==> src/rtl/bsf_pkg.sv <==
// ----------------------------------------------------------------------------
// bsf_pkg: shared types and constants of the bit-stream framer
// Holds the config bundle, status bundles, frame byte positions and the
// CRC-8 (poly 0x07) byte update.
// ----------------------------------------------------------------------------
package bsf_pkg;

  localparam int BYTE_W          = 8;
  localparam int SEQ_W           = 16;
  localparam int CFG_W           = 16;
  localparam int POS_W           = 4;
  localparam int HELD_W          = 3;
  localparam int QUEUE_DEPTH_DEF = 2;

  localparam logic [BYTE_W-1:0] CRC_POLY = 8'h07;

  // Reset values of the configuration registers
  localparam logic [BYTE_W-1:0] PREAMBLE_RST = 8'hFF;
  localparam logic [BYTE_W-1:0] KIND_RST     = 8'h01;
  localparam logic [SEQ_W-1:0]  SIZE_RST     = 16'd2;
  localparam logic [SEQ_W-1:0]  LIMIT_RST    = 16'd8000;
  localparam logic [SEQ_W-1:0]  SEQ_RST      = 16'd1;

  typedef enum logic [1:0] {
    REG_PREAMBLE = 2'd0,
    REG_KIND     = 2'd1,
    REG_SIZE     = 2'd2,
    REG_LIMIT    = 2'd3
  } reg_index_t;

  // Byte positions inside one frame
  localparam logic [POS_W-1:0] POS_PREAMBLE = 4'd0;
  localparam logic [POS_W-1:0] POS_SEQ_HI   = 4'd1;
  localparam logic [POS_W-1:0] POS_SEQ_LO   = 4'd2;
  localparam logic [POS_W-1:0] POS_KIND     = 4'd3;
  localparam logic [POS_W-1:0] POS_SIZE_HI  = 4'd4;
  localparam logic [POS_W-1:0] POS_SIZE_LO  = 4'd5;
  localparam logic [POS_W-1:0] POS_PAYLOAD  = 4'd6;
  localparam logic [POS_W-1:0] POS_FCS      = 4'd7;
  localparam logic [POS_W-1:0] POS_CRC      = 4'd8;

  typedef struct packed {
    logic [BYTE_W-1:0] preamble_byte;
    logic [BYTE_W-1:0] frame_kind;
    logic [SEQ_W-1:0]  size_word;
    logic [SEQ_W-1:0]  sequence_limit;
  } cfg_t;

  typedef struct packed {
    logic             active;
    logic [POS_W-1:0] pos;
  } back_status_t;

  // Fold one byte into the running CRC, MSB first
  function automatic logic [BYTE_W-1:0] crc8_byte(input logic [BYTE_W-1:0] crc_in,
                                                  input logic [BYTE_W-1:0] data);
    logic [BYTE_W-1:0] acc;
    acc = crc_in ^ data;
    for (int b = 0; b < BYTE_W; b++) begin
      if (acc[BYTE_W-1]) begin
        acc = (acc << 1) ^ CRC_POLY;
      end else begin
        acc = acc << 1;
      end
    end
    return acc;
  endfunction

endpackage

==> src/rtl/bsf_front.sv <==
// ----------------------------------------------------------------------------
// bsf_front: bit gatherer
// Packs incoming bits into payload bytes and pushes each finished byte,
// including the aligned flush of a partial byte at stream end.
// ----------------------------------------------------------------------------
module bsf_front import bsf_pkg::*; (
  input  logic              clk,
  input  logic              rst,
  input  logic              bit_valid,
  output logic              bit_ready,
  input  logic              data_bit,
  input  logic              stream_end,
  input  logic              q_full,
  output logic              push,
  output logic [BYTE_W-1:0] push_data,
  output logic [HELD_W-1:0] held
);

  logic [BYTE_W-1:0] bit_gather;
  logic [HELD_W-1:0] bits_held;
  logic              accept;
  logic [BYTE_W-1:0] gathered;
  logic [POS_W-1:0]  n;
  logic [HELD_W-1:0] lo_bits;
  logic [BYTE_W-1:0] shifted;
  logic [BYTE_W-1:0] mask;
  logic [BYTE_W-1:0] lo;

  assign bit_ready = !q_full;
  assign accept    = bit_valid && bit_ready;
  assign gathered  = {bit_gather[BYTE_W-2:0], data_bit};
  assign n         = POS_W'(bits_held) + POS_W'(1);
  assign push      = accept && ((n == POS_W'(BYTE_W)) || stream_end);
  assign held      = bits_held;

  // Four bits or fewer sit right-aligned; longer runs split at the fourth bit
  always_comb begin
    lo_bits = HELD_W'(n - POS_W'(4));
    shifted = gathered >> lo_bits;
    mask    = (BYTE_W'(1) << lo_bits) - BYTE_W'(1);
    lo      = gathered & mask;
    if (n <= POS_W'(4)) begin
      push_data = {4'b0000, gathered[3:0]};
    end else begin
      push_data = {shifted[3:0], lo[3:0]};
    end
  end

  always_ff @(posedge clk) begin
    if (rst) begin
      bit_gather <= '0;
      bits_held  <= '0;
    end else if (accept) begin
      if (push) begin
        bit_gather <= '0;
        bits_held  <= '0;
      end else begin
        bit_gather <= gathered;
        bits_held  <= n[HELD_W-1:0];
      end
    end
  end

endmodule

==> src/rtl/bsf_queue.sv <==
// ----------------------------------------------------------------------------
// bsf_queue: payload byte queue
// Small show-ahead FIFO between the bit gatherer and the frame builder.
// ----------------------------------------------------------------------------
module bsf_queue import bsf_pkg::*; #(
  parameter int DEPTH = QUEUE_DEPTH_DEF
) (
  input  logic                       clk,
  input  logic                       rst,
  input  logic                       push,
  input  logic [BYTE_W-1:0]          push_data,
  input  logic                       pop,
  output logic [BYTE_W-1:0]          pop_data,
  output logic                       full,
  output logic                       empty,
  output logic [$clog2(DEPTH+1)-1:0] level
);

  localparam int PTR_W = $clog2(DEPTH);
  localparam int CNT_W = $clog2(DEPTH + 1);

  logic [BYTE_W-1:0] mem [DEPTH];
  logic [PTR_W-1:0]  wr_ptr;
  logic [PTR_W-1:0]  rd_ptr;

  assign full     = (level == CNT_W'(DEPTH));
  assign empty    = (level == '0);
  assign pop_data = mem[rd_ptr];

  always_ff @(posedge clk) begin
    if (push) begin
      mem[wr_ptr] <= push_data;
    end
  end

  always_ff @(posedge clk) begin
    if (rst) begin
      wr_ptr <= '0;
      rd_ptr <= '0;
      level  <= '0;
    end else begin
      if (push) begin
        wr_ptr <= (wr_ptr == PTR_W'(DEPTH - 1)) ? '0 : wr_ptr + PTR_W'(1);
      end
      if (pop) begin
        rd_ptr <= (rd_ptr == PTR_W'(DEPTH - 1)) ? '0 : rd_ptr + PTR_W'(1);
      end
      case ({push, pop})
        2'b10:   level <= level + CNT_W'(1);
        2'b01:   level <= level - CNT_W'(1);
        default: level <= level;
      endcase
    end
  end

endmodule

==> src/rtl/bsf_back.sv <==
// ----------------------------------------------------------------------------
// bsf_back: frame builder
// Takes one payload byte per frame and streams the nine frame bytes through
// an output register, folding the CRC byte by byte.
// ----------------------------------------------------------------------------
module bsf_back import bsf_pkg::*; (
  input  logic              clk,
  input  logic              rst,
  input  cfg_t              cfg,
  input  logic              q_empty,
  input  logic [BYTE_W-1:0] q_data,
  output logic              pop,
  output logic              frame_valid,
  input  logic              frame_ready,
  output logic [BYTE_W-1:0] frame_byte,
  output logic              frame_last,
  output back_status_t      status
);

  logic              active;
  logic [POS_W-1:0]  pos;
  logic [SEQ_W-1:0]  seq_count;
  logic [BYTE_W-1:0] payload;
  logic [BYTE_W-1:0] crc;
  logic              slot_free;
  logic              emit;
  logic              finishing;
  logic [BYTE_W-1:0] byte_sel;

  assign slot_free = !frame_valid || frame_ready;
  assign emit      = active && slot_free;
  assign finishing = emit && (pos == POS_CRC);
  assign pop       = (!active || finishing) && !q_empty;
  assign status    = '{active: active, pos: pos};

  always_comb begin
    unique case (pos)
      POS_PREAMBLE: byte_sel = cfg.preamble_byte;
      POS_SEQ_HI:   byte_sel = seq_count[SEQ_W-1:BYTE_W];
      POS_SEQ_LO:   byte_sel = seq_count[BYTE_W-1:0];
      POS_KIND:     byte_sel = cfg.frame_kind;
      POS_SIZE_HI:  byte_sel = cfg.size_word[SEQ_W-1:BYTE_W];
      POS_SIZE_LO:  byte_sel = cfg.size_word[BYTE_W-1:0];
      POS_PAYLOAD:  byte_sel = payload;
      POS_FCS:      byte_sel = '0;
      POS_CRC:      byte_sel = crc;
      default:      byte_sel = '0;
    endcase
  end

  // Control: frame sequencing, sequence number and output valid
  always_ff @(posedge clk) begin
    if (rst) begin
      active      <= 1'b0;
      pos         <= POS_PREAMBLE;
      seq_count   <= SEQ_RST;
      frame_valid <= 1'b0;
    end else begin
      if (emit) begin
        frame_valid <= 1'b1;
      end else if (frame_ready) begin
        frame_valid <= 1'b0;
      end
      if (emit) begin
        pos <= pos + POS_W'(1);
      end
      if (finishing) begin
        active <= 1'b0;
        pos    <= POS_PREAMBLE;
        if (seq_count >= cfg.sequence_limit) begin
          seq_count <= '0;
        end else begin
          seq_count <= seq_count + SEQ_W'(1);
        end
      end
      if (pop) begin
        active <= 1'b1;
        pos    <= POS_PREAMBLE;
      end
    end
  end

  // Data: payload, running CRC and output byte
  always_ff @(posedge clk) begin
    if (emit) begin
      frame_byte <= byte_sel;
      frame_last <= (pos == POS_CRC);
      if (pos < POS_FCS) begin
        crc <= crc8_byte(crc, byte_sel);
      end
    end
    if (pop) begin
      payload <= q_data;
      crc     <= '0;
    end
  end

endmodule

==> src/rtl/bit_stream_framer_crc8_core.sv <==
// ----------------------------------------------------------------------------
// bit_stream_framer_crc8_core: bit-stream framer with CRC-8
// Path: the bit that completes (or ends) a payload byte is queued; an idle
//   builder pops it and sends the frame's first byte via the output register.
// Throughput: one input bit per cycle while the payload queue has room; one
//   frame byte per cycle while the receiver is ready; nine bytes per frame.
// Reset: synchronous; clears the gather, queue and output valid, loads
//   register defaults and restarts the sequence number at one.
// ----------------------------------------------------------------------------
module bit_stream_framer_crc8_core import bsf_pkg::*; #(
  parameter int QUEUE_DEPTH = QUEUE_DEPTH_DEF
) (
  input  logic              clk,
  input  logic              rst,
  // Bit request channel
  input  logic              bit_valid,
  output logic              bit_ready,
  input  logic              data_bit,
  input  logic              stream_end,
  // Frame byte channel
  output logic              frame_valid,
  input  logic              frame_ready,
  output logic [BYTE_W-1:0] frame_byte,
  output logic              frame_last,
  // Configuration write port
  input  logic              cfg_write,
  input  reg_index_t        cfg_index,
  input  logic [CFG_W-1:0]  cfg_data
);

  localparam int CNT_W = $clog2(QUEUE_DEPTH + 1);

  cfg_t              cfg;
  logic              q_push;
  logic [BYTE_W-1:0] q_push_data;
  logic              q_pop;
  logic [BYTE_W-1:0] q_pop_data;
  logic              q_full;
  logic              q_empty;
  logic [CNT_W-1:0]  q_level;
  logic [HELD_W-1:0] held;
  back_status_t      back_st;

  // Configuration registers; the user must see that they are written only while
  // the framer is idle, so the builder reads them directly; the block does not check.
  always_ff @(posedge clk) begin
    if (rst) begin
      cfg.preamble_byte  <= PREAMBLE_RST;
      cfg.frame_kind     <= KIND_RST;
      cfg.size_word      <= SIZE_RST;
      cfg.sequence_limit <= LIMIT_RST;
    end else if (cfg_write) begin
      unique case (cfg_index)
        REG_PREAMBLE: cfg.preamble_byte  <= cfg_data[BYTE_W-1:0];
        REG_KIND:     cfg.frame_kind     <= cfg_data[BYTE_W-1:0];
        REG_SIZE:     cfg.size_word      <= cfg_data;
        REG_LIMIT:    cfg.sequence_limit <= cfg_data;
        default:      cfg.sequence_limit <= cfg.sequence_limit;
      endcase
    end
  end

  // Front: gather bits, push payload bytes; stall input when the queue fills
  bsf_front u_front (
    .clk        (clk),
    .rst        (rst),
    .bit_valid  (bit_valid),
    .bit_ready  (bit_ready),
    .data_bit   (data_bit),
    .stream_end (stream_end),
    .q_full     (q_full),
    .push       (q_push),
    .push_data  (q_push_data),
    .held       (held)
  );

  // Queue decouples bit gathering from frame emission
  bsf_queue #(
    .DEPTH (QUEUE_DEPTH)
  ) u_queue (
    .clk       (clk),
    .rst       (rst),
    .push      (q_push),
    .push_data (q_push_data),
    .pop       (q_pop),
    .pop_data  (q_pop_data),
    .full      (q_full),
    .empty     (q_empty),
    .level     (q_level)
  );

  // Back: build and stream each frame through the output register
  bsf_back u_back (
    .clk         (clk),
    .rst         (rst),
    .cfg         (cfg),
    .q_empty     (q_empty),
    .q_data      (q_pop_data),
    .pop         (q_pop),
    .frame_valid (frame_valid),
    .frame_ready (frame_ready),
    .frame_byte  (frame_byte),
    .frame_last  (frame_last),
    .status      (back_st)
  );

  // Queue never overfills
  a_queue_bound: assert property (@(posedge clk) disable iff (rst)
    q_level <= CNT_W'(QUEUE_DEPTH))
    else $error("payload queue level above depth");

  // A shown CRC byte means the builder has wrapped to the frame start
  a_last_wraps: assert property (@(posedge clk) disable iff (rst)
    frame_valid && frame_last |-> back_st.pos == POS_PREAMBLE)
    else $error("builder position not reset after CRC byte");

  // An accepted final bit leaves no gathered bits behind
  a_end_flushes: assert property (@(posedge clk) disable iff (rst)
    bit_valid && bit_ready && stream_end |=> held == '0)
    else $error("gather not cleared after stream end");

  // A pop happens only when the builder is idle or on its last byte
  a_pop_clean: assert property (@(posedge clk) disable iff (rst)
    q_pop |-> !back_st.active || back_st.pos == POS_CRC)
    else $error("payload popped mid-frame");

endmodule
==> config.mk <==
export PLATFORM = sky130hd
export DESIGN_NAME = bit_stream_framer_crc8_core
export DESIGN_NICKNAME = d
export VERILOG_FILES = /design/src/rtl/bsf_pkg.sv /design/src/rtl/bsf_front.sv /design/src/rtl/bsf_queue.sv /design/src/rtl/bsf_back.sv /design/src/rtl/bit_stream_framer_crc8_core.sv
export SDC_FILE = /design/constraint.sdc
export NUM_CORES = 1
export LEC_CHECK = 0
export BUFFER_PORTS_ARGS = -buffer_cell sky130_fd_sc_hd__buf_2
export CAP_MARGIN = 20
export CORE_ASPECT_RATIO = 1.75
export CORE_MARGIN = 3
export CORE_UTILIZATION = 50
export DETAILED_ROUTE_END_ITERATION = 10
export GPL_ROUTABILITY_DRIVEN = 0
export PLACE_DENSITY = 0.68
export REMOVE_ABC_BUFFERS = 1
export SYNTH_ARGS = -nofsm -noshare
export SYNTH_HDL_FRONTEND = slang
export SYNTH_SLANG_ARGS = --single-unit
==> constraint.sdc <==
create_clock -name clk -period 3.6 [get_ports clk]
set_input_delay 0.72 -clock clk [delete_from_list [all_inputs] [get_ports clk]]
set_output_delay 0.72 -clock clk [all_outputs]
set_load 0.005 [all_outputs]
# ---- Word-level counts from Yosys, hierarchy flattened
# Memory sizes are Yosys's and may differ from the RTL's. A register that Yosys moved wholly into a read port is not among the register bits.
# Cells that the tools add are included.
dict set report word_totals {
  ff_bits 101
  ramBits 16
  input_bits 25
  out_inout_bits 11
  word_cells 115
  memories 1
}
# memory words word_bits rd rd_clocked_by_memory_dff write_ports line_no
set mem_list {}
lappend mem_list {u_queue.mem 2 8 1 1 1 bsf_queue.sv:22} ;# logic [BYTE_W-1:0] mem [DEPTH];
dict set report op_classes {
  addsub 9
  n_lt_le_gt_ge 3
  eq_ne 14
  shifts 2
  muxes 36
  n_bitwise 10
  n_reduce_logical 24
}
# op count
set op_table {}
lappend op_table {{$mux W8} 15}
lappend op_table {{$pmux W8 S8} 1}
lappend op_table {{$mux W3} 9}
lappend op_table {{$not A3 Y3} 8}
lappend op_table {{$add A16 B1 Y16 const B} 1}
lappend op_table {{$ge A16 B16 Y1} 1}
lappend op_table {{$mux W16} 1}
lappend op_table {{$eq A4 B3 Y1 const B} 3}
lappend op_table {{$reduce_and A2 Y1} 5}
lappend op_table {{$eq A2 B2 Y1 const B} 4}
lappend op_table {{$eq A4 B2 Y1 const B} 2}
lappend op_table {{$eq A4 B4 Y1 const B} 2}
lappend op_table {{$mux W1} 8}
lappend op_table {{$shr A8 B3 Y4} 1}
lappend op_table {{$xor A8 B8 Y8} 1}
lappend op_table {{$mux W7} 1}
lappend op_table {{$reduce_bool A2 Y1} 3}
lappend op_table {{$logic_and A1 B1 Y1} 5}
lappend op_table {{$add A3 B1 Y4 const B} 1}
lappend op_table {{$add A4 B1 Y4 const B} 1}
lappend op_table {{$and A4 B4 Y4} 1}
lappend op_table {{$eq A2 B1 Y1 const B} 2}
lappend op_table {{$eq A4 B1 Y1 const B} 1}
lappend op_table {{$le A4 B3 Y1 const B} 1}
lappend op_table {{other kinds (13)} 20}

# ---- Longest topological paths before layout
dict set report depth {
  word_depth 33
  ltp_mapped 13
  mapped_depth_nobuf 12
}

# ---- By module
# From an unflattened synthesis, not the netlist that was laid out.
dict set report hier_totals {
  hier_cells 732
  area_unflattened_um2 7030.5
}
# mod n_inst cells_each area_per_inst_um2 seq_area_each_um2
set by_module_without_submodules {}
lappend by_module_without_submodules {bsf_back 1 393 3447.1 1111.1}
lappend by_module_without_submodules {bit_stream_framer_crc8_core 1 192 1973.1 960.9}
lappend by_module_without_submodules {bsf_front 1 100 829.5 200.2}
lappend by_module_without_submodules {bsf_queue 1 47 780.7 580.6}

# ---- Worst setup path after synthesis
# No wires, ideal clock.
dict set report synth_path {
  kind {input to register}
  from {in frame_ready}
  to {reg u_queue.level[1]}
  setup_time_ns 0.070
  t_arrival_ns 3.096
  required_ns 3.530
  setup_slack_ns 0.433
  stages 10
  path_buffers 1
  path_cell_list {nand2b_1 -> and2_1 -> clkbuf_1 -> nand2_1 -> nand2_1 -> o21ai_1 -> inv_1 -> ha_1 -> or3_1 -> a21oi_1}
}
dict set report synth_via {
  elab_chain_len 7
  word_cells_on_any_way 9
  classes_between {eq/ne (2); mux (1); reduce/logical (6)}
}
# item line_no
set synth_lines {}
lappend synth_lines {{from (decl)} bit_stream_framer_crc8_core.sv:22} ;# input logic frame_ready,
lappend synth_lines {{$logic_or A1 B1 Y1 *} bsf_back.sv:30} ;# assign slot_free = !frame_valid || frame_ready;
lappend synth_lines {{$logic_and A1 B1 Y1 *} bsf_back.sv:31} ;# assign emit = active && slot_free;
lappend synth_lines {{named net u_back.emit} bsf_back.sv:26} ;# logic emit;
lappend synth_lines {{$logic_and A1 B1 Y1 *} bsf_back.sv:32} ;# assign finishing = emit && (pos == POS_CRC);
lappend synth_lines {{$logic_or A1 B1 Y1 *} bsf_back.sv:33} ;# assign pop = (!active || finishing) && !q_empty;
lappend synth_lines {{$logic_and A1 B1 Y1 *} bsf_back.sv:33}
lappend synth_lines {{named net q_pop} bit_stream_framer_crc8_core.sv:36} ;# logic q_pop;
lappend synth_lines {{$eq A2 B1 Y1 or $eq A2 B2 Y1 (tied branches)} bsf_queue.sv:48} ;# case ({push, pop})
lappend synth_lines {{$pmux W2 S2 or $reduce_bool A2 Y1 (tied branches)} n/a}
lappend synth_lines {{to (signal assigned)} bsf_queue.sv:49} ;# 2'b10: level <= level + CNT_W'(1);
lappend synth_lines {{to (signal assigned)} bsf_queue.sv:50} ;# 2'b01: level <= level - CNT_W'(1);
lappend synth_lines {{to (signal assigned)} bsf_queue.sv:51} ;# default: level <= level;
lappend synth_lines {{to (decl)} bsf_queue.sv:16} ;# output logic [$clog2(DEPTH+1)-1:0] level
# The timed path passes the listed nets; every way through them passes the cells marked *.
# A chain may end at the register's enable or synchronous reset.

# ---- Worst setup path in the final report
dict set report layout_path {
  from {reg u_back.pos[0]}
  to {reg u_back.crc[5]}
}
dict set report layout_via {
  elab_chain_len 22
  word_cells_on_any_way 34
  classes_between {order compare (1); eq/ne (7); mux (18); bitwise (3); reduce/logical (5)}
}
# item line_no
set layout_lines {}
lappend layout_lines {{from (decl)} bsf_back.sv:21} ;# logic [POS_W-1:0] pos;
lappend layout_lines {{from (signal assigned)} bsf_back.sv:65} ;# pos <= pos + POS_W'(1);
lappend layout_lines {{$eq A4 B4 Y1 (tied with other cells)} {bsf_back.sv:32, bsf_back.sv:37}}
lappend layout_lines {{$pmux W8 S8} bsf_back.sv:37} ;# unique case (pos)
lappend layout_lines {{$xor A8 B8 Y8} bsf_pkg.sv:58} ;# acc = crc_in ^ data;
lappend layout_lines {{$mux W8} bsf_back.sv:88} ;# if (pos < POS_FCS) begin
lappend layout_lines {{$mux W8} bsf_back.sv:85} ;# if (emit) begin
lappend layout_lines {{$mux W8} bsf_back.sv:88}
lappend layout_lines {{$mux W8} bsf_back.sv:85}
lappend layout_lines {{$mux W3} bsf_pkg.sv:60} ;# if (acc[BYTE_W-1]) begin
lappend layout_lines {{[6 not listed]} n/a}
lappend layout_lines {{$not A3 Y3 (no line)} n/a}
lappend layout_lines {{$mux W3} bsf_pkg.sv:60}
lappend layout_lines {{$mux W8} bsf_back.sv:88}
lappend layout_lines {{$mux W8} bsf_back.sv:85}
lappend layout_lines {{$mux W8} bsf_back.sv:88}
lappend layout_lines {{$mux W8} bsf_back.sv:85}
lappend layout_lines {{$mux W8} bsf_back.sv:88}
lappend layout_lines {{$mux W8} bsf_back.sv:85}
lappend layout_lines {{to (signal assigned)} bsf_back.sv:89} ;# crc <= crc8_byte(crc, byte_sel);
lappend layout_lines {{to (decl)} bsf_back.sv:24} ;# logic [BYTE_W-1:0] crc;
# Parallel ways exist; a longest one is shown, timed or not. The select of a mux whose other input is x is not followed.

==> metrics.md <==
| Metric | Value |
|---|---|
| CTS clk-pin slew, worst paths | `60 ps` |
| Status | `finished clean` |
| Distinct cells, synth | `58` |
| Setup TNS | `0 ps` |
| Sw frac | `32.3%` |
| Core box area | `0.0117 mm²` |
| Max FO, Critical Path | `17` |
| Synth top cells by count | `nand2_1 (106), dfxtp_1 (92), a21oi_1 (72)` |
| Final hold vios | `0` |
| Ys async rst share | `0%` |
| Final worst path period share | `88.2%` |
| Root buffer cell | `clkbuf_16` |
| RSZ-0062 raised after global routing | `false` |
| CP max stage cell | `a222oi_1` |
| Setup slack, reg-to-reg | `430 ps` |
| Total Routed Length | `15400 µm` |
| Worst hold endpoint | `cfg[5]$_SDFFE_PP0P_` |
| Tightest Pin Transition | `859 ps` |
| Full die area | `0.0136 mm²` |
| CTS Buffer Depth | `2` |
| Die H | `152 µm` |
| CTS tree | `done` |
| Synth Register Bits | `125` |
| Final nets | `747` |
| Residual DRC | `0` |
| Post-cts sizing count | `0` |
| Clock Skew | `8.49 ps` |
| Post-synth EDFFs | `33` |
| Post-CTS Setup Bufs | `0` |
| Antenna Diode Count | `0` |
| Final ANT Viol Nets | `0` |
| Hold path start | `cfg[5]$_SDFFE_PP0P_` |
| Hold Buf Count CTS | `0` |
| Hold crit path type | `register to register` |
| Slowest stage delay, CP | `550 ps` |
| Peak supply drop | `0.428 mV` |
| Combinational power share | `27.6%` |
| Ranking of synthesized cells by area | `dfxtp_1 (30%), edfxtp_1 (16%), nand2_1 (6.5%)` |
| Startpoint class of the critical path | `register` |
| Fin crit period | `3170 ps` |
| Largest net degree at the start of global routing | `31` |
| Sink Count | `125` |
| Worst reg-to-reg path cell count | `10` |
| Kind of critical path | `register to register` |
| Synth-to-Final Area Change | `13.7%` |
| Number of CTS-inserted buffers | `17` |
| Initial antenna violation count | `0` |
| Share of layout cells above drive strength 1 | `13.2%` |
| Die X | `89.4 µm` |
| Post-Synthesis Cells | `667` |
| DRT iter0 DRCs | `376` |
| FILL cells | `1007` |
| Vias/cell | `5.83` |
| DP HPWL | `11400 µm` |
| Reg-to-reg critical path endpoint | `u_back.crc[5]$_SDFFE_PP0P_` |
| CP arrival | `3470 ps` |
| Final setup vio count | `0` |
| Hold depth | `2` |
| First-pass DRT Iterations | `6` |
| IO Count | `36` |
| Sequential power share | `37.3%` |
| Cell Rows | `52` |
| Avg Synthesized Cell Area | `9.13 µm²` |
| Worst-Skew Late Latency | `420 ps` |
| CP Data Required Time | `3900 ps` |
| GRT overflow | `0` |
| Most frequent cell after synthesis | `nand2_1` |
| Ys Warns | `0` |
| Cell Area, Synth | `0.00609 mm²` |
| Sw Pwr | `1.56 mW` |
| PwrDens | `698 mW/mm²` |
| Peak Freq | `0.315 GHz` |
| Total GRT Usage | `24.1%` |
| Vias in the first global route | `4931` |
| Max-slew violations | `0` |
| First-pass GRT wire length | `24900 µm` |
| Setup crit end kind | `register` |
| RR Startpoint | `u_back.pos[0]$_SDFFE_PP0P_` |
| Proportion of power drawn by the clock network | `35.1%` |
| Hold WS | `455 ps` |
| Leakage | `2.67 nW` |
| Ys flop type | `dfxtp_1` |
| IO Port Bufs | `35` |
| Initial Util | `52.0%` |
| Critical path, cell by cell | `inv_1 > ha_1 > a222oi_1 > nand2_1 > a222oi_1 > xnor2_1 > xor2_1 > xnor2_1 > o211ai_1 > o31ai_1` |
| Average routed wire per standard cell | `18.3 µm` |
| Number of max-cap violations | `0` |
| Sequential share of the synthesized area | `46.5%` |
| Area share of the largest cell type after synthesis | `30.2%` |
| Deepest level of the CTS H-tree | `4` |
| Routed via count | `4905` |
| Internal | `3.27 mW` |
| Synth area leader | `dfxtp_1` |
| Max-slew headroom | `42.3%` |
## power groups by stage
stage | Clock [mW] | Combinational, mW | Sequential, mW
after global routing | 1.77 | 1.48 | 1.82
after CTS | 1.71 | 1.34 | 1.80
after global placement | 0 | 1.28 | 1.82
final | 1.70 | 1.33 | 1.80
after floorplan | 0 | 0.981 | 1.79
after detailed placement | 0 | 1.32 | 1.83
## area by class of cell
type	count	area [µm²]	area share [%]
Clock inverter	12	138	1.99
Sequential cell	125	2830	40.9
Multi-Input combinational cell	475	2990	43.1
Clock buffer	20	447	6.45
Inverter	32	120	1.73
Tap cell	135	169	2.44
Timing Repair Buffer	43	235	3.40
## sequential cells by signal, summed over array words and instances, names as in the netlist
register,cells
u_queue.mem,16
cfg,48
u_queue.level,2
u_back.frame_last,1
u_queue.wr_ptr,1
u_back.payload,8
u_back.frame_valid,1
u_back.seq_count,16
u_queue.rd_ptr,1
u_back.pos,4
u_back.active,1
u_back.frame_byte,8
u_back.crc,8
u_front.bit_gather,7
u_front.held,3
## cell usage in the layout, fill, tap and decap left out, types with 3 or more instances in the layout
| cell type | synthesis | routed |
|---|---|---|
| ha_1 | 28 | 28 |
| clkinv_4 | 0 | 3 |
| xor2_1 | 18 | 18 |
| nand2_1 | 106 | 106 |
| or3_1 | 3 | 3 |
| o31ai_1 | 4 | 4 |
| a211o_1 | 15 | 15 |
| a21boi_0 | 4 | 4 |
| o21ai_0 | 13 | 13 |
| clkinvlp_4 | 0 | 3 |
| mux2i_1 | 6 | 6 |
| and3_1 | 5 | 5 |
| edfxtp_1 | 33 | 33 |
| a21o_1 | 7 | 7 |
| clkbuf_16 | 0 | 17 |
| nand4_1 | 7 | 7 |
| a22oi_1 | 13 | 13 |
| buf_2 | 5 | 35 |
| nor2_1 | 52 | 52 |
| mux2_2 | 9 | 9 |
| buf_4 | 0 | 8 |
| xnor2_1 | 18 | 18 |
| nand3_1 | 21 | 21 |
| o211ai_1 | 5 | 5 |
| a222oi_1 | 5 | 5 |
| nor2b_1 | 15 | 15 |
| inv_1 | 32 | 32 |
| nor3_1 | 6 | 6 |
| nand2b_1 | 5 | 5 |
| or2_2 | 3 | 3 |
| a211oi_1 | 4 | 4 |
| dfxtp_1 | 92 | 92 |
| a21oi_1 | 72 | 72 |
| and2_1 | 5 | 5 |
## stage by stage
stage / area, µm² / util, % / instances / power, mW / setup WS (ps)
after floorplan: 5930 / - / 632 / 2.77 / 603
after global placement: 6330 / 54.1 / 809 / 3.10 / 602
after detailed placement: 6330 / 54.1 / 809 / 3.15 / 476
after CTS: 6920 / 59.1 / 841 / 4.84 / 458
after global routing: 6930 / 59.1 / 842 / 5.07 / 69.0
final: 6930 / 59.1 / 842 / 4.83 / 425
## worst max-delay path: cells and delay by family (launching register included)
family / cells / cell delay, ps
xor+xnor: 3 / 670
buf+inv: 1 / 100
compound gates: 4 / 1290
simple gates: 1 / 150
flops: 1 / 420
fa+ha+maj: 1 / 420
## logic make-up (layout without fill, tap and decap cells)
kind of cell	count (synthesis)	count (layout)	synth area share, %
XOR/XNOR	38	38	5.84
multiplexers	17	17	3.21
adder cells (fa/ha/maj)	28	28	5.75
buffers and inverters	67	107	4.54
flip-flops	125	125	46.5
AO/OA/AOI/OAI	154	154	16.5
AND/OR/NAND/NOR	238	238	17.6
## layer usage
| layer | vias up | track usage [%] | share of wire (%) |
|---|---|---|---|
| li1 | 2390 | - | - |
| met1 | 2321 | 25.3 | 36 |
| met2 | 150 | 43.9 | 56 |
| met3 | 44 | 4.99 | 4.1 |
| met4 | 0 | 11.3 | 4.2 |
| met5 | - | 0 | 0 |
## how the worst max path moves through the flow
stage                                     from                             to  slack (ps)  depth (start not counted)
floorplan           u_back.pos[0]$_SDFFE_PP0P_  u_queue.level[1]$_SDFFE_PP0P_         600                         11
global placement    u_back.pos[0]$_SDFFE_PP0P_     u_back.crc[5]$_SDFFE_PP0P_         600                         10
detailed placement  u_back.pos[0]$_SDFFE_PP0P_  u_queue.level[1]$_SDFFE_PP0P_         480                         12
CTS                 u_back.pos[0]$_SDFFE_PP0P_  u_queue.level[1]$_SDFFE_PP0P_         460                         12
global route        u_back.pos[0]$_SDFFE_PP0P_  u_queue.level[1]$_SDFFE_PP0P_          70                         12
finish              u_back.pos[0]$_SDFFE_PP0P_     u_back.crc[5]$_SDFFE_PP0P_         430                         10
Power figures use the tool's default switching activity.
